[config.mk]
export PLATFORM = sky130hd
export DESIGN_NAME = optical_flow_position_integrator
export DESIGN_NICKNAME = d
export VERILOG_FILES = /design/src/rtl/core/ofpi_pkg.sv /design/src/rtl/core/ofpi_serial_mul.sv /design/src/rtl/core/ofpi_serial_div.sv /design/src/rtl/core/ofpi_cordic.sv /design/src/rtl/core/optical_flow_position_integrator.sv
export VERILOG_INCLUDE_DIRS = /design/src /design/src/rtl/core
export SDC_FILE = /design/constraint.sdc
export NUM_CORES = 2
export LEC_CHECK = 0
export BUFFER_PORTS_ARGS = -buffer_cell sky130_fd_sc_hd__buf_2
export CAP_MARGIN = 15
export CORE_MARGIN = 2
export CORE_UTILIZATION = 55
export DETAILED_ROUTE_END_ITERATION = 16
export PLACE_DENSITY_LB_ADDON = 0.12
export SKIP_CTS_REPAIR_TIMING = 1
export SLEW_MARGIN = 5
export SYNTH_ARGS = -nofsm -noshare
export SYNTH_HDL_FRONTEND = slang
export SYNTH_SLANG_ARGS = --single-unit
[constraint.sdc]
create_clock -name clk_i -period 8.2 [get_ports clk_i]
set_input_delay 1.64 -clock clk_i [delete_from_list [all_inputs] [get_ports clk_i]]
set_output_delay 1.64 -clock clk_i [all_outputs]
set_load 0.05 [all_outputs]
[src/rtl/core/optical_flow_position_integrator_assert.svh]
// ----------------------------------------------------------------------------
// Assertion macros for the position integrator
// Short forms for clocked implication checks under the active-low reset.
// ----------------------------------------------------------------------------
`ifndef OPTICAL_FLOW_POSITION_INTEGRATOR_ASSERT_SVH
`define OPTICAL_FLOW_POSITION_INTEGRATOR_ASSERT_SVH

// same-cycle implication
`define OFPI_ASSERT_IMP(lbl, ante, cons) \
  lbl: assert property (@(posedge clk_i) disable iff (!rst_ni) (ante) |-> (cons)) \
    else $error("ofpi check failed");

// next-cycle implication
`define OFPI_ASSERT_NXT(lbl, ante, cons) \
  lbl: assert property (@(posedge clk_i) disable iff (!rst_ni) (ante) |=> (cons)) \
    else $error("ofpi check failed");

`endif

[src/rtl/core/ofpi_pkg.sv]
`timescale 1ns / 1ps
// ----------------------------------------------------------------------------
// ofpi_pkg
// Shared constants, codes and the arctangent table of the position integrator.
// ----------------------------------------------------------------------------
package ofpi_pkg;

  localparam int ANGLE_BITS_DEF = 16;

  localparam logic [1:0] ACT_PLAIN = 2'd0;
  localparam logic [1:0] ACT_GYRO  = 2'd1;
  localparam logic [1:0] ACT_CLEAR = 2'd2;

  localparam int CFG_IDX_W  = 2;
  localparam int CFG_DATA_W = 24;
  localparam logic [CFG_IDX_W-1:0] REG_DIST_SCALE = 2'd0;
  localparam logic [CFG_IDX_W-1:0] REG_PERIOD     = 2'd1;

  localparam logic [23:0] DIST_SCALE_RST = 24'd220471;
  localparam logic [9:0]  PERIOD_RST     = 10'd5;

  localparam int ROT_DIVISOR = 1000;
  localparam int ROT_ROUND   = 500;

  localparam int          GAIN_W      = 21;
  localparam logic [20:0] CORDIC_GAIN = 21'd1273506;

  localparam int MOVE_W      = 44;
  localparam int ACC_W       = 48;
  localparam int IN_TDATA_W  = 80;
  localparam int OUT_TDATA_W = 96;

  // arctangent of 2^-i in units of 2^-32 turn
  function automatic logic [31:0] ofpi_atan(input logic [4:0] idx);
    logic [31:0] r;
    unique case (idx)
      5'd0:  r = 32'h20000000;
      5'd1:  r = 32'h12E4051D;
      5'd2:  r = 32'h09FB385B;
      5'd3:  r = 32'h051111D4;
      5'd4:  r = 32'h028B0D43;
      5'd5:  r = 32'h0145D7E1;
      5'd6:  r = 32'h00A2F61E;
      5'd7:  r = 32'h00517C55;
      5'd8:  r = 32'h0028BE53;
      5'd9:  r = 32'h00145F2F;
      5'd10: r = 32'h000A2F98;
      5'd11: r = 32'h000517CC;
      5'd12: r = 32'h00028BE6;
      5'd13: r = 32'h000145F3;
      5'd14: r = 32'h0000A2F9;
      5'd15: r = 32'h0000517C;
      5'd16: r = 32'h000028BE;
      5'd17: r = 32'h0000145F;
      5'd18: r = 32'h00000A2F;
      5'd19: r = 32'h00000517;
      5'd20: r = 32'h0000028B;
      5'd21: r = 32'h00000145;
      5'd22: r = 32'h000000A2;
      5'd23: r = 32'h00000051;
      5'd24: r = 32'h00000028;
      5'd25: r = 32'h00000014;
      5'd26: r = 32'h0000000A;
      5'd27: r = 32'h00000005;
      5'd28: r = 32'h00000002;
      5'd29: r = 32'h00000001;
      default: r = 32'h00000000;
    endcase
    return r;
  endfunction

endpackage

[src/rtl/core/ofpi_serial_mul.sv]
`timescale 1ns / 1ps
// ----------------------------------------------------------------------------
// ofpi_serial_mul
// Shift-add multiplier, one multiplier bit per cycle.
// ----------------------------------------------------------------------------
module ofpi_serial_mul #(
  parameter int   WA      = 8,
  parameter int   WB      = 8,
  parameter logic BSIGNED = 1'b0
) (
  input  logic                 clk_i,
  input  logic                 rst_ni,
  input  logic                 start_i,
  input  logic signed [WA-1:0] a_i,
  input  logic [WB-1:0]        b_i,
  output logic                 done_o,
  output logic signed [WA+WB-1:0] prod_o
);
  localparam int CW = $clog2(WB);

  logic [CW-1:0]        cnt_q;
  logic                 busy_q, done_q, last;
  logic signed [WA-1:0] a_q;
  logic signed [WA:0]   hi_q, a_ext, addend, sum;
  logic [WB-1:0]        lo_q;
  logic [WA+WB:0]       full;

  assign last  = (cnt_q == CW'(WB - 1));
  assign a_ext = {a_q[WA-1], a_q};

  // sign bit of a signed multiplier weighs negative
  always_comb begin
    if (lo_q[0]) begin
      addend = (BSIGNED && last) ? -a_ext : a_ext;
    end else begin
      addend = '0;
    end
    sum = hi_q + addend;
  end

  always_ff @(posedge clk_i or negedge rst_ni) begin
    if (!rst_ni) begin
      busy_q <= 1'b0;
      done_q <= 1'b0;
      cnt_q  <= '0;
    end else begin
      done_q <= busy_q && last;
      if (start_i) begin
        busy_q <= 1'b1;
        cnt_q  <= '0;
      end else if (busy_q) begin
        cnt_q <= cnt_q + 1'b1;
        if (last) begin
          busy_q <= 1'b0;
        end
      end
    end
  end

  always_ff @(posedge clk_i) begin
    if (start_i) begin
      a_q  <= a_i;
      hi_q <= '0;
      lo_q <= b_i;
    end else if (busy_q) begin
      hi_q <= {sum[WA], sum[WA:1]};
      lo_q <= {sum[0], lo_q[WB-1:1]};
    end
  end

  assign full   = {hi_q, lo_q};
  assign prod_o = full[WA+WB-1:0];
  assign done_o = done_q;

endmodule

[src/rtl/core/ofpi_serial_div.sv]
`timescale 1ns / 1ps
// ----------------------------------------------------------------------------
// ofpi_serial_div
// Restoring division by the rotation divisor, one quotient bit per cycle.
// ----------------------------------------------------------------------------
module ofpi_serial_div #(
  parameter int WN = 46
) (
  input  logic          clk_i,
  input  logic          rst_ni,
  input  logic          start_i,
  input  logic [WN-1:0] dividend_i,
  output logic          done_o,
  output logic [WN-1:0] quot_o
);
  import ofpi_pkg::*;

  localparam int CW = $clog2(WN);
  localparam int RW = $clog2(ROT_DIVISOR);

  logic [CW-1:0] cnt_q;
  logic          busy_q, done_q, last, ge;
  logic [RW-1:0] rem_q;
  logic [WN-1:0] q_q;
  logic [RW:0]   trial, diff;

  assign last  = (cnt_q == CW'(WN - 1));
  assign trial = {rem_q, q_q[WN-1]};
  assign ge    = (trial >= (RW+1)'(ROT_DIVISOR));
  assign diff  = trial - (RW+1)'(ROT_DIVISOR);

  always_ff @(posedge clk_i or negedge rst_ni) begin
    if (!rst_ni) begin
      busy_q <= 1'b0;
      done_q <= 1'b0;
      cnt_q  <= '0;
    end else begin
      done_q <= busy_q && last;
      if (start_i) begin
        busy_q <= 1'b1;
        cnt_q  <= '0;
      end else if (busy_q) begin
        cnt_q <= cnt_q + 1'b1;
        if (last) begin
          busy_q <= 1'b0;
        end
      end
    end
  end

  // dividend shifts out at the top while quotient bits shift in below
  always_ff @(posedge clk_i) begin
    if (start_i) begin
      rem_q <= '0;
      q_q   <= dividend_i;
    end else if (busy_q) begin
      rem_q <= ge ? diff[RW-1:0] : trial[RW-1:0];
      q_q   <= {q_q[WN-2:0], ge};
    end
  end

  assign quot_o = q_q;
  assign done_o = done_q;

endmodule

[src/rtl/core/ofpi_cordic.sv]
`timescale 1ns / 1ps
// ----------------------------------------------------------------------------
// ofpi_cordic
// Iterative CORDIC rotation by heading, one step per cycle, then serial gain.
// ----------------------------------------------------------------------------
module ofpi_cordic #(
  parameter int ANGLE_BITS = 16,
  parameter int W          = 44
) (
  input  logic                clk_i,
  input  logic                rst_ni,
  input  logic                start_i,
  input  logic signed [W-1:0] x_i,
  input  logic signed [W-1:0] y_i,
  input  logic [15:0]         heading_i,
  output logic                done_o,
  output logic signed [W-1:0] x_o,
  output logic signed [W-1:0] y_o
);
  import ofpi_pkg::*;

  localparam int CNTW = $clog2(ANGLE_BITS);
  localparam int PW   = W + GAIN_W;

  logic [CNTW-1:0]      cnt_q;
  logic                 run_q, gstart_q, last, flip;
  logic signed [W-1:0]  x_q, y_q, xs, ys;
  logic signed [32:0]   z_q, at;
  logic [15:0]          hd;
  logic signed [PW-1:0] gx, gy, rx, ry;
  logic                 gx_done;

  assign last = (cnt_q == CNTW'(ANGLE_BITS - 1));
  // second and third quadrant: negate vector, turn angle by half a turn
  assign flip = heading_i[15] ^ heading_i[14];
  assign hd   = flip ? (heading_i ^ 16'h8000) : heading_i;
  assign xs   = x_q >>> cnt_q;
  assign ys   = y_q >>> cnt_q;
  assign at   = {1'b0, ofpi_atan(5'(cnt_q))};

  always_ff @(posedge clk_i or negedge rst_ni) begin
    if (!rst_ni) begin
      run_q    <= 1'b0;
      gstart_q <= 1'b0;
      cnt_q    <= '0;
    end else begin
      gstart_q <= run_q && last;
      if (start_i) begin
        run_q <= 1'b1;
        cnt_q <= '0;
      end else if (run_q) begin
        cnt_q <= cnt_q + 1'b1;
        if (last) begin
          run_q <= 1'b0;
        end
      end
    end
  end

  always_ff @(posedge clk_i) begin
    if (start_i) begin
      x_q <= flip ? -x_i : x_i;
      y_q <= flip ? -y_i : y_i;
      z_q <= {hd[15], hd, 16'h0000};
    end else if (run_q) begin
      if (!z_q[32]) begin
        x_q <= x_q - ys;
        y_q <= y_q + xs;
        z_q <= z_q - at;
      end else begin
        x_q <= x_q + ys;
        y_q <= y_q - xs;
        z_q <= z_q + at;
      end
    end
  end

  ofpi_serial_mul #(.WA(W), .WB(GAIN_W), .BSIGNED(1'b0)) u_gain_x (
    .clk_i, .rst_ni, .start_i(gstart_q), .a_i(x_q), .b_i(CORDIC_GAIN),
    .done_o(gx_done), .prod_o(gx)
  );

  ofpi_serial_mul #(.WA(W), .WB(GAIN_W), .BSIGNED(1'b0)) u_gain_y (
    .clk_i, .rst_ni, .start_i(gstart_q), .a_i(y_q), .b_i(CORDIC_GAIN),
    .done_o(), .prod_o(gy)
  );

  // round half up at the gain shift
  assign rx     = gx + (PW'(1) <<< (GAIN_W - 1));
  assign ry     = gy + (PW'(1) <<< (GAIN_W - 1));
  assign x_o    = rx[PW-1:GAIN_W];
  assign y_o    = ry[PW-1:GAIN_W];
  assign done_o = gx_done;

endmodule

[src/rtl/core/optical_flow_position_integrator.sv]
`timescale 1ns / 1ps
// Optical-flow position integrator: each word on the input stream is one flow sample and
// gives one word on the output stream holding the updated, saturating x/y position
// (mm, 16 fraction bits). Arithmetic is bit-serial: clear and the unused action go
// straight to the accumulate step, plain integration runs a 16-bit then a 10-bit
// shift-add multiply pass, and gyro mode adds the 46-bit serial divide, one CORDIC step
// per cycle and the 21-bit serial gain multiply. One item is worked on at a time; a
// finished position may wait in the output register while the next word is taken.
// Register writes go on a separate port that is always ready: index 0 distance scale,
// 1 loop period in ms.
// ----------------------------------------------------------------------------
// optical_flow_position_integrator
// Dead-reckoning position accumulator fed by optical-flow samples.
// ----------------------------------------------------------------------------
module optical_flow_position_integrator #(
  parameter int ANGLE_BITS = ofpi_pkg::ANGLE_BITS_DEF
) (
  input  logic                                clk_i,
  input  logic                                rst_ni,
  input  logic                                cfg_valid_i,
  output logic                                cfg_ready_o,
  input  logic [ofpi_pkg::CFG_IDX_W-1:0]      cfg_index_i,
  input  logic [ofpi_pkg::CFG_DATA_W-1:0]     cfg_data_i,
  input  logic                                s_axis_tvalid,
  output logic                                s_axis_tready,
  // flow_dx, flow_dy, height_mm, rate_x, rate_y, heading
  input  logic [ofpi_pkg::IN_TDATA_W-1:0]     s_axis_tdata,
  // action
  input  logic [1:0]                          s_axis_tuser,
  output logic                                m_axis_tvalid,
  input  logic                                m_axis_tready,
  // pos_x, pos_y
  output logic [ofpi_pkg::OUT_TDATA_W-1:0]    m_axis_tdata
);
  import ofpi_pkg::*;

  localparam logic [2:0] ST_IDLE = 3'd0;
  localparam logic [2:0] ST_MUL1 = 3'd1;
  localparam logic [2:0] ST_MUL2 = 3'd2;
  localparam logic [2:0] ST_DIV  = 3'd3;
  localparam logic [2:0] ST_ROT  = 3'd4;
  localparam logic [2:0] ST_ACC  = 3'd5;

  logic [2:0]  state_q, state_d;
  logic [23:0] dist_scale_q;
  logic [9:0]  period_q;

  logic [1:0]         act_q;
  logic signed [7:0]  dx_q, dy_q;
  logic [15:0]        h_q, hd_q;
  logic signed [15:0] rx_q, ry_q;

  logic start1_q, start2_q, start_div_q, start_rot_q;
  logic in_acc, out_free;

  logic signed [MOVE_W-1:0] movx_q, movy_q;
  logic signed [ACC_W-1:0]  acc_x_q, acc_y_q;
  logic                     out_valid_q;
  logic [OUT_TDATA_W-1:0]   out_data_q;

  logic signed [40:0] sh_prod;
  logic signed [31:0] hy_prod, hx_prod;
  logic signed [48:0] fx_prod, fy_prod, fx_rnd, fy_rnd;
  logic signed [41:0] py_prod, px_prod;
  logic               sh_done, px_done, divx_done, rot_done;
  logic [41:0]        magy, magx;
  logic [45:0]        divy_in, divx_in, qy, qx;
  logic signed [MOVE_W-1:0] fmx, fmy, roty, rotx, cx, cy;
  logic signed [ACC_W:0]    sumx, sumy;
  logic signed [ACC_W-1:0]  newx, newy;

  assign in_acc        = s_axis_tvalid && s_axis_tready;
  assign s_axis_tready = (state_q == ST_IDLE);
  assign cfg_ready_o   = 1'b1;
  assign out_free      = !out_valid_q || m_axis_tready;

  always_ff @(posedge clk_i or negedge rst_ni) begin
    if (!rst_ni) begin
      dist_scale_q <= DIST_SCALE_RST;
      period_q     <= PERIOD_RST;
    end else if (cfg_valid_i) begin
      unique case (cfg_index_i)
        REG_DIST_SCALE: dist_scale_q <= cfg_data_i;
        REG_PERIOD:     period_q     <= cfg_data_i[9:0];
        default: ;
      endcase
    end
  end

  // --- serial multiply passes ---
  ofpi_serial_mul #(.WA(25), .WB(16), .BSIGNED(1'b0)) u_mul_sh (
    .clk_i, .rst_ni, .start_i(start1_q), .a_i({1'b0, dist_scale_q}), .b_i(h_q),
    .done_o(sh_done), .prod_o(sh_prod)
  );
  ofpi_serial_mul #(.WA(16), .WB(16), .BSIGNED(1'b0)) u_mul_hy (
    .clk_i, .rst_ni, .start_i(start1_q), .a_i(ry_q), .b_i(h_q),
    .done_o(), .prod_o(hy_prod)
  );
  ofpi_serial_mul #(.WA(16), .WB(16), .BSIGNED(1'b0)) u_mul_hx (
    .clk_i, .rst_ni, .start_i(start1_q), .a_i(rx_q), .b_i(h_q),
    .done_o(), .prod_o(hx_prod)
  );
  ofpi_serial_mul #(.WA(41), .WB(8), .BSIGNED(1'b1)) u_mul_fx (
    .clk_i, .rst_ni, .start_i(start2_q), .a_i(sh_prod), .b_i(dx_q),
    .done_o(), .prod_o(fx_prod)
  );
  ofpi_serial_mul #(.WA(41), .WB(8), .BSIGNED(1'b1)) u_mul_fy (
    .clk_i, .rst_ni, .start_i(start2_q), .a_i(sh_prod), .b_i(dy_q),
    .done_o(), .prod_o(fy_prod)
  );
  ofpi_serial_mul #(.WA(32), .WB(10), .BSIGNED(1'b0)) u_mul_py (
    .clk_i, .rst_ni, .start_i(start2_q), .a_i(hy_prod), .b_i(period_q),
    .done_o(), .prod_o(py_prod)
  );
  ofpi_serial_mul #(.WA(32), .WB(10), .BSIGNED(1'b0)) u_mul_px (
    .clk_i, .rst_ni, .start_i(start2_q), .a_i(hx_prod), .b_i(period_q),
    .done_o(px_done), .prod_o(px_prod)
  );

  // flow move, rounded half up at the 8-bit shift
  assign fx_rnd = fx_prod + 49'sd128;
  assign fy_rnd = fy_prod + 49'sd128;
  assign fmx    = MOVE_W'($signed(fx_rnd[48:8]));
  assign fmy    = MOVE_W'($signed(fy_rnd[48:8]));

  // rotation term: magnitude * 16 + half divisor, rounds half away from zero
  assign magy    = py_prod[41] ? 42'(-py_prod) : 42'(py_prod);
  assign magx    = px_prod[41] ? 42'(-px_prod) : 42'(px_prod);
  assign divy_in = {magy, 4'b0000} + 46'(ROT_ROUND);
  assign divx_in = {magx, 4'b0000} + 46'(ROT_ROUND);

  ofpi_serial_div #(.WN(46)) u_div_y (
    .clk_i, .rst_ni, .start_i(start_div_q), .dividend_i(divy_in),
    .done_o(), .quot_o(qy)
  );
  ofpi_serial_div #(.WN(46)) u_div_x (
    .clk_i, .rst_ni, .start_i(start_div_q), .dividend_i(divx_in),
    .done_o(divx_done), .quot_o(qx)
  );

  assign roty = py_prod[41] ? -$signed(qy[MOVE_W-1:0]) : $signed(qy[MOVE_W-1:0]);
  assign rotx = px_prod[41] ? -$signed(qx[MOVE_W-1:0]) : $signed(qx[MOVE_W-1:0]);

  ofpi_cordic #(.ANGLE_BITS(ANGLE_BITS), .W(MOVE_W)) u_cordic (
    .clk_i, .rst_ni, .start_i(start_rot_q), .x_i(movx_q), .y_i(movy_q),
    .heading_i(hd_q), .done_o(rot_done), .x_o(cx), .y_o(cy)
  );

  // --- saturating accumulate ---
  assign sumx = {acc_x_q[ACC_W-1], acc_x_q} + (ACC_W+1)'(movx_q);
  assign sumy = {acc_y_q[ACC_W-1], acc_y_q} + (ACC_W+1)'(movy_q);

  always_comb begin
    if (act_q == ACT_CLEAR) begin
      newx = '0;
      newy = '0;
    end else begin
      if (sumx[ACC_W] != sumx[ACC_W-1]) begin
        newx = sumx[ACC_W] ? {1'b1, {(ACC_W-1){1'b0}}} : {1'b0, {(ACC_W-1){1'b1}}};
      end else begin
        newx = sumx[ACC_W-1:0];
      end
      if (sumy[ACC_W] != sumy[ACC_W-1]) begin
        newy = sumy[ACC_W] ? {1'b1, {(ACC_W-1){1'b0}}} : {1'b0, {(ACC_W-1){1'b1}}};
      end else begin
        newy = sumy[ACC_W-1:0];
      end
    end
  end

  // --- sequencer ---
  always_comb begin
    state_d = state_q;
    unique case (state_q)
      ST_IDLE: begin
        if (in_acc) begin
          if (s_axis_tuser == ACT_PLAIN || s_axis_tuser == ACT_GYRO) begin
            state_d = ST_MUL1;
          end else begin
            state_d = ST_ACC;
          end
        end
      end
      ST_MUL1: if (sh_done) state_d = ST_MUL2;
      ST_MUL2: begin
        if (px_done) state_d = (act_q == ACT_GYRO) ? ST_DIV : ST_ACC;
      end
      ST_DIV:  if (divx_done) state_d = ST_ROT;
      ST_ROT:  if (rot_done) state_d = ST_ACC;
      ST_ACC:  if (out_free) state_d = ST_IDLE;
      default: state_d = ST_IDLE;
    endcase
  end

  always_ff @(posedge clk_i or negedge rst_ni) begin
    if (!rst_ni) begin
      state_q     <= ST_IDLE;
      start1_q    <= 1'b0;
      start2_q    <= 1'b0;
      start_div_q <= 1'b0;
      start_rot_q <= 1'b0;
      out_valid_q <= 1'b0;
      acc_x_q     <= '0;
      acc_y_q     <= '0;
    end else begin
      state_q     <= state_d;
      start1_q    <= in_acc && (s_axis_tuser == ACT_PLAIN || s_axis_tuser == ACT_GYRO);
      start2_q    <= (state_q == ST_MUL1) && sh_done;
      start_div_q <= (state_q == ST_MUL2) && px_done && (act_q == ACT_GYRO);
      start_rot_q <= (state_q == ST_DIV) && divx_done;
      if (state_q == ST_ACC && out_free) begin
        acc_x_q     <= newx;
        acc_y_q     <= newy;
        out_valid_q <= 1'b1;
      end else if (m_axis_tready) begin
        out_valid_q <= 1'b0;
      end
    end
  end

  always_ff @(posedge clk_i) begin
    if (in_acc) begin
      act_q <= s_axis_tuser;
      dx_q  <= s_axis_tdata[7:0];
      dy_q  <= s_axis_tdata[15:8];
      h_q   <= s_axis_tdata[31:16];
      rx_q  <= s_axis_tdata[47:32];
      ry_q  <= s_axis_tdata[63:48];
      hd_q  <= s_axis_tdata[79:64];
      movx_q <= '0;
      movy_q <= '0;
    end else if (state_q == ST_MUL2 && px_done) begin
      movx_q <= fmx;
      movy_q <= fmy;
    end else if (state_q == ST_DIV && divx_done) begin
      movx_q <= fmx - roty;
      movy_q <= fmy + rotx;
    end else if (state_q == ST_ROT && rot_done) begin
      movx_q <= cx;
      movy_q <= cy;
    end
    if (state_q == ST_ACC && out_free) begin
      out_data_q <= {newy, newx};
    end
  end

  assign m_axis_tvalid = out_valid_q;
  assign m_axis_tdata  = out_data_q;

  `include "optical_flow_position_integrator_assert.svh"

  `OFPI_ASSERT_NXT(a_accept_leaves_idle, in_acc, state_q != ST_IDLE)
  `OFPI_ASSERT_NXT(a_acc_holds_on_stall,
                   state_q == ST_ACC && out_valid_q && !m_axis_tready,
                   $stable(acc_x_q) && $stable(acc_y_q))
  `OFPI_ASSERT_IMP(a_result_from_acc, $rose(out_valid_q), $past(state_q) == ST_ACC)

endmodule

# After elaboration in Yosys (flattened, before gate mapping)

Memories as Yosys holds them, arrays and structs flattened.
Cells that the tools add are included.

Bits in registers: 1372
Bits in read-only memories: 480
Input port bits: 113
Output and inout port bits: 99
Memories: 1

Memory list:

| name            | depth | width | rd ports | clocked after memory_dff | wr ports | RTL line       | RTL |
|---|---|---|---|---|---|---|---|
| (no name shown) | 16    | 30    | 1        | 0                        | 0        | ofpi_pkg.sv:36 | `unique case (idx)` |

Add/sub/neg operators: 46
$lt $le $gt $ge: 2
Equal/unequal tests: 29
Shifts and indexed selects: 2
Mux-type cells: 130
Bitwise gates (word level): 2
Reductions and logical operators: 36

Operators with widths:

| cell                     | number |
|---|---|
| $mux W44                 | 16 |
| $mux W48                 | 6 |
| $mux W42                 | 6 |
| $mux W46                 | 4 |
| $neg A44 Y44             | 4 |
| $mux W33                 | 5 |
| $add A65 B22 Y65 const B | 2 |
| $mux W16                 | 7 |
| $add A48 B44 Y49         | 2 |
| $add A49 B9 Y49 const B  | 2 |
| $add A46 B9 Y46 const B  | 2 |
| $add A44 B45 Y45         | 2 |
| $mux W45                 | 2 |
| $add A44 B44 Y44         | 2 |
| $sshr A44 B4 Y44         | 2 |
| $sub A44 B44 Y44         | 2 |
| $add A41 B42 Y42         | 2 |
| $neg A42 Y42             | 2 |
| $add A32 B33 Y33         | 2 |
| $mux W10                 | 6 |
| $mux W4                  | 12 |
| $add A41 B44 Y44         | 1 |
| $sub A41 B44 Y44         | 1 |
| $neg A41 Y42             | 1 |
| 40 further kinds         | 154 |

# Depth between registers and ports, before layout

Depth in word-level cells: 6
Depth in mapped cells: 30
Depth with buffers taken out: 25

# Cells and area by module

From an unflattened synthesis, not the netlist that was laid out.

Cell total of the unflattened synthesis: 11612
Area, all modules: 106713.6 sq um

By module, submodules not included:

| module                                  | times used | cells an instance | area an instance (sq um) | sequential area each (sq um) |
|---|---|---|---|---|
| optical_flow_position_integrator        | 1          | 3833              | 32910.3                  | 10577.6 |
| ofpi_cordic                             | 1          | 2889              | 22944.5                  | 3623.5 |
| ofpi_serial_mul (u_cordic.u_gain_x ...) | 2          | 656               | 6660.1                   | 3007.9 |
| ofpi_serial_mul (u_mul_fx ...)          | 2          | 688               | 6472.5                   | 2417.3 |
| ofpi_serial_mul (u_mul_px ...)          | 2          | 474               | 4689.5                   | 2052.0 |
| ofpi_serial_div                         | 2          | 208               | 2889.0                   | 1781.7 |
| ofpi_serial_mul (u_mul_hx ...)          | 2          | 236               | 2756.4                   | 1431.4 |
| ofpi_serial_mul (u_mul_sh)              | 1          | 366               | 3923.8                   | 1881.8 |

# Worst setup path before layout

No wires, ideal clock.

Path kind: register -> register
From: register u_cordic.cnt_q[3]
To: register u_cordic.y_q[43], data pin
Data arrival time: 6.702 ns
Data required time: 7.944 ns
Slack: 1.242 ns
Stages on the path, launching flop included: 29
Buffers on the path: 9
Period minus slack after synthesis: 6.958 ns
Cell sequence: dfrtp_1 clkbuf_1 buf_1 clkbuf_1 buf_1 buf_1 clkbuf_1 clkbuf_1 buf_1 buf_1 nand2_1 o21a_1 ha_1 and3_1 a31oi_1 nor2_1 xor2_1 ha_1 nand2_1 nor4_1 nand3_1 a211oi_1 o2111ai_1 a2111o_1 a21oi_1 o21ai_0 a21boi_0 o211ai_1 o211a_1

Longest elaborated chain between the ends: 5

RTL lines:

| what                                                        | RTL line                             | RTL |
|---|---|---|
| start: declaration                                          | ofpi_cordic.sv:25                    | `logic [CNTW-1:0] cnt_q;` |
| start signal: assignment                                    | ofpi_cordic.sv:52                    | `cnt_q <= cnt_q + 1'b1;` |
| $sshr A44 B4 Y44 (*)                                        | ofpi_cordic.sv:37                    | `assign xs = x_q >>> cnt_q;` |
| $add A44 B44 Y44 / $sub A44 B44 Y44 (equally long branches) | ofpi_cordic.sv:68, ofpi_cordic.sv:72 |  |
| $mux W44 (*)                                                | ofpi_cordic.sv:66                    | `if (!z_q[32]) begin` |
| $mux W44 (*)                                                | ofpi_cordic.sv:65                    | `end else if (run_q) begin` |
| $mux W44 (*)                                                | ofpi_cordic.sv:61                    | `if (start_i) begin` |
| end signal: assignment                                      | ofpi_cordic.sv:63                    | `y_q <= flip ? -y_i : y_i;` |
| end signal: assignment                                      | ofpi_cordic.sv:68                    | `y_q <= y_q + xs;` |
| end signal: assignment                                      | ofpi_cordic.sv:72                    | `y_q <= y_q - xs;` |
| end: declaration                                            | ofpi_cordic.sv:27                    | `logic signed [W-1:0] x_q, y_q, xs, ys;` |

Mark *: on every way between the ends. The rest lies on a longest branch, timed or not. The select of a mux whose other input is x is not followed.
A chain may end at the register's enable or synchronous reset.

# Worst setup path after layout

From: register u_cordic.cnt_q[0]
To: register u_cordic.y_q[43], data pin

The elaborated chain is that of the path after synthesis.

==> impl_metrics.ini <==
[timing]
max_clock_freq_ghz = 0.1392
worstMarginPinSlew_ns = 1.184
min_period_over_period = 0.8760
hold_ws_ns = 0.4167
rsz0062_at_grt = no
finClkSkew_ns = 0.06421
relSlewSlack = 0.2079
period_needed_ns = 7.183
fin_tns_setup_ns = 0
final_hold_viol_count = 0
final_max_slew_viol_count = 0
setup_viol = 0

[global_routing]
grt_usage = 0.3316
grt_max_degree = 149
grt_antenna_before_repair = 8
grt_pass1_vias = 79810
grt_pass1_wl_mm = 479.1
grt_overflow = 0

[hold_path]
min_to = u_mul_hy.a_q[12]
hp-class = flop to flop
hold_start = ry_q[12]
hold_depth = 0

[logic_synthesis]
synth_seq_cells = 1372
syn-mean-instance-area_um2 = 9.047
async_flop_share = 0.1509
ys_warn_count = 0
syn_nets = 11870
yosysTopAreaCellShare = 0.2117
synth_top_cell_by_area = edfxtp_1
yosys.cell_types.count = 98
syn-cell-area_um2 = 100400
synth_cells = 11100
ys_seq_area_frac = 0.3546
synth_edf_count = 708
synth_commonest_cells = nor2_1 (1075), nand2_1 (945), a21oi_1 (785)
ys.flop_type = edfxtp_1
synth_most_common_cell = nor2_1
synth_area_leaders = edfxtp_1 (21%), dfxtp_1 (9.1%), ha_1 (8.0%)

[cells_and_area]
fin_nets = 11840
syn_to_final_growth_pct = 8.491
drive_gt1_frac = 0.09039

[routing]
route.detailed.drc = 0
routedWlPerCell_um = 23.36
first_pass_iters = 8
wl_mm = 317.4
ant_nets = 0
vias_per_cell = 6.274
dr_total_vias = 85220
drt_iter0_drc = 8712

[status]
status = finished clean

[die]
dieArea_um2 = 186000
dieWidth_um = 431.3
start_util = 0.5544
num_rows = 156
core-area_um2 = 181100
dieHeight_um = 431.3
io_pins = 212

[worst_setup_path]
cp-end-kind = flop
r2r_cells = 22
rrSetupSlack_ns = 1.02
r2r-end = u_cordic.y_q[43]
max_stage_delay_ns = 0.80
cpMaxStageDelayCell = dfrtp_4
cp.arrival_ns = 7.71
path_cells = buf_4 -> mux4_2 -> mux2_2 -> mux2i_1 -> o2111a_1 -> and4_1 -> nand2_1 -> nand2_1 -> o21ai_0 -> xor2_1 -> ha_1 -> nand2_1 -> nor4_1 -> nand3_1 -> a211oi_1 -> o2111ai_1 -> a2111o_1 -> a21oi_1 -> o21ai_0 -> a21boi_0 -> o211ai_1 -> o211a_1
cp-start-kind = flop
crit_type = flop to flop
cp_common_cell = nand2_1
regToRegStartpoint = u_cordic.cnt_q[0]
critPathMaxFanout = 35
required_ns = 8.73

[clocking]
cts_buffers = 159
cts_tree = yes
htreeDepth = 4
cts.reportedPaths.clkPinSlew_ns = 0.06
clock_latency_ns = 0.84
clock_sinks = 1372
cts-root-buf = clkbuf_16
max-clock-path-buffers = 3

[power_and_ir_drop]
ir_worst_vdd_v = 0.0002625
power.leakage_nw = 44.07
p_per_area_nw_per_um2 = 292.5

[flow_run]
maxCapViolCount = 0

[placement]
dp_hpwl_mm = 243.8
portBuffers = 210
finalWeightedCongestion = 1.004
## worst max path at each step
stage / from / depth (start not counted) / end
floorplan: u_cordic.cnt_q[3] / 28 / u_cordic.y_q[43]
global placement: u_cordic.cnt_q[0] / 19 / u_cordic.x_q[40]
detailed placement: u_cordic.cnt_q[0] / 19 / u_cordic.x_q[42]
CTS: u_cordic.cnt_q[0] / 19 / u_cordic.x_q[42]
global route: u_cordic.cnt_q[0] / 22 / u_cordic.y_q[43]
finish: u_cordic.cnt_q[0] / 22 / u_cordic.y_q[43]
## layer usage
metal	wire [um]	vias up	track usage
met5	48	-	0
met4	19870	6	0.1800
met3	23780	574	0.04286
met2	136100	3251	0.5029
met1	137500	40900	0.4607
li1	-	40490	-
## report_power, final
group          internal (mW)  switching (mW)  total [mW]  leakage [nW]
combinational           5.46            8.76        14.2          28.8
sequential              8.84            1.40        10.2          12.6
clock                   4.28            3.12        7.40          2.64
## worst max-delay path: cells and delay by family (launching register included)
| kind | cells | cell delay [ns] |
|---|---|---|
| AOI/OAI and AO/OA | 10 | 2.74 |
| and+or+nand+nor | 6 | 1.21 |
| muxes | 3 | 1.15 |
| DFF | 1 | 0.80 |
| buffers and inverters | 1 | 0.42 |
| adders and majority gates | 1 | 0.39 |
| xor gates and xnor gates | 1 | 0.18 |
## area by class of cell
type                            count  area, um^2
Fill cell                       15670       72180
Multi-Input combinational cell   8888       61720
Sequential cell                  1372       35650
Clock buffer                      201        4269
Tap cell                         2370        2965
Timing Repair Buffer              314        1879
Inverter                          333        1260
Clock inverter                     99        1196
Antenna cell                        6       15.01
## sequential cells by signal, indices dropped and copies added (netlist names), 33 cells and up
register / flops
acc_x_q: 48
acc_y_q: 48
m_axis_tdata: 96
movx_q: 44
movy_q: 44
u_cordic.u_gain_x.a_q: 44
u_cordic.u_gain_x.hi_q: 44
u_cordic.u_gain_y.a_q: 44
u_cordic.u_gain_y.hi_q: 44
u_cordic.x_q: 44
u_cordic.y_q: 44
u_cordic.z_q: 33
u_div_x.quot_o: 46
u_div_y.quot_o: 46
u_mul_fx.hi_q: 41
u_mul_fy.a_q: 41
u_mul_fy.hi_q: 41
## logic make-up after synthesis
kind of cell / after synthesis / synth area share
flops: 1372 / 0.3546
mux: 581 / 0.07394
fa+ha+maj: 661 / 0.08355
other cells: 1 / 0.00003734
compound gates: 2853 / 0.1804
buf+inv: 840 / 0.03177
xor+xnor: 1163 / 0.1016
simple gates: 3629 / 0.1742
## stage by stage
| stage | total power, mW | area, um^2 | setup slack (ns) | instances | util |
|---|---|---|---|---|---|
| after global placement | 23.93 | 103500 | 1.241 | 13280 | 0.5712 |
| final | 31.86 | 109000 | 1.017 | 13580 | 0.6015 |
| after global routing | 33.77 | 108900 | 0.4391 | 13580 | 0.6014 |
| after detailed placement | 24.25 | 103500 | 1.117 | 13280 | 0.5712 |
| after floorplan | 20.45 | 100400 | 1.242 | 11100 | - |
| after CTS | 31.75 | 108900 | 1.119 | 13580 | 0.6014 |
## cells in the final DEF, fill, tap and decap left out, types with 100 or more instances in the layout
cell type / synthesis / routed
nand4_1: 107 / 107
a21oi_1: 785 / 785
nor3_1: 189 / 188
nand2_1: 945 / 944
and2_1: 327 / 327
dfxtp_1: 457 / 455
inv_1: 325 / 321
o21ai_0: 712 / 712
nand2b_1: 120 / 119
o21a_1: 105 / 105
mux2i_1: 284 / 284
nor2_1: 1075 / 1074
and3_1: 132 / 131
a211oi_1: 120 / 120
xnor2_1: 717 / 714
a31oi_1: 116 / 116
xor2_1: 445 / 444
mux2_2: 187 / 187
a21o_1: 291 / 291
buf_4: 4 / 101
buf_2: 18 / 209
ha_1: 645 / 645
nand3_1: 249 / 247
edfxtp_1: 708 / 708
clkbuf_16: 0 / 161
dfrtp_1: 193 / 181
o31ai_1: 124 / 124
or3_1: 100 / 100
mux4_2: 110 / 110
No activity file was read; power rests on OpenSTA's default activity.
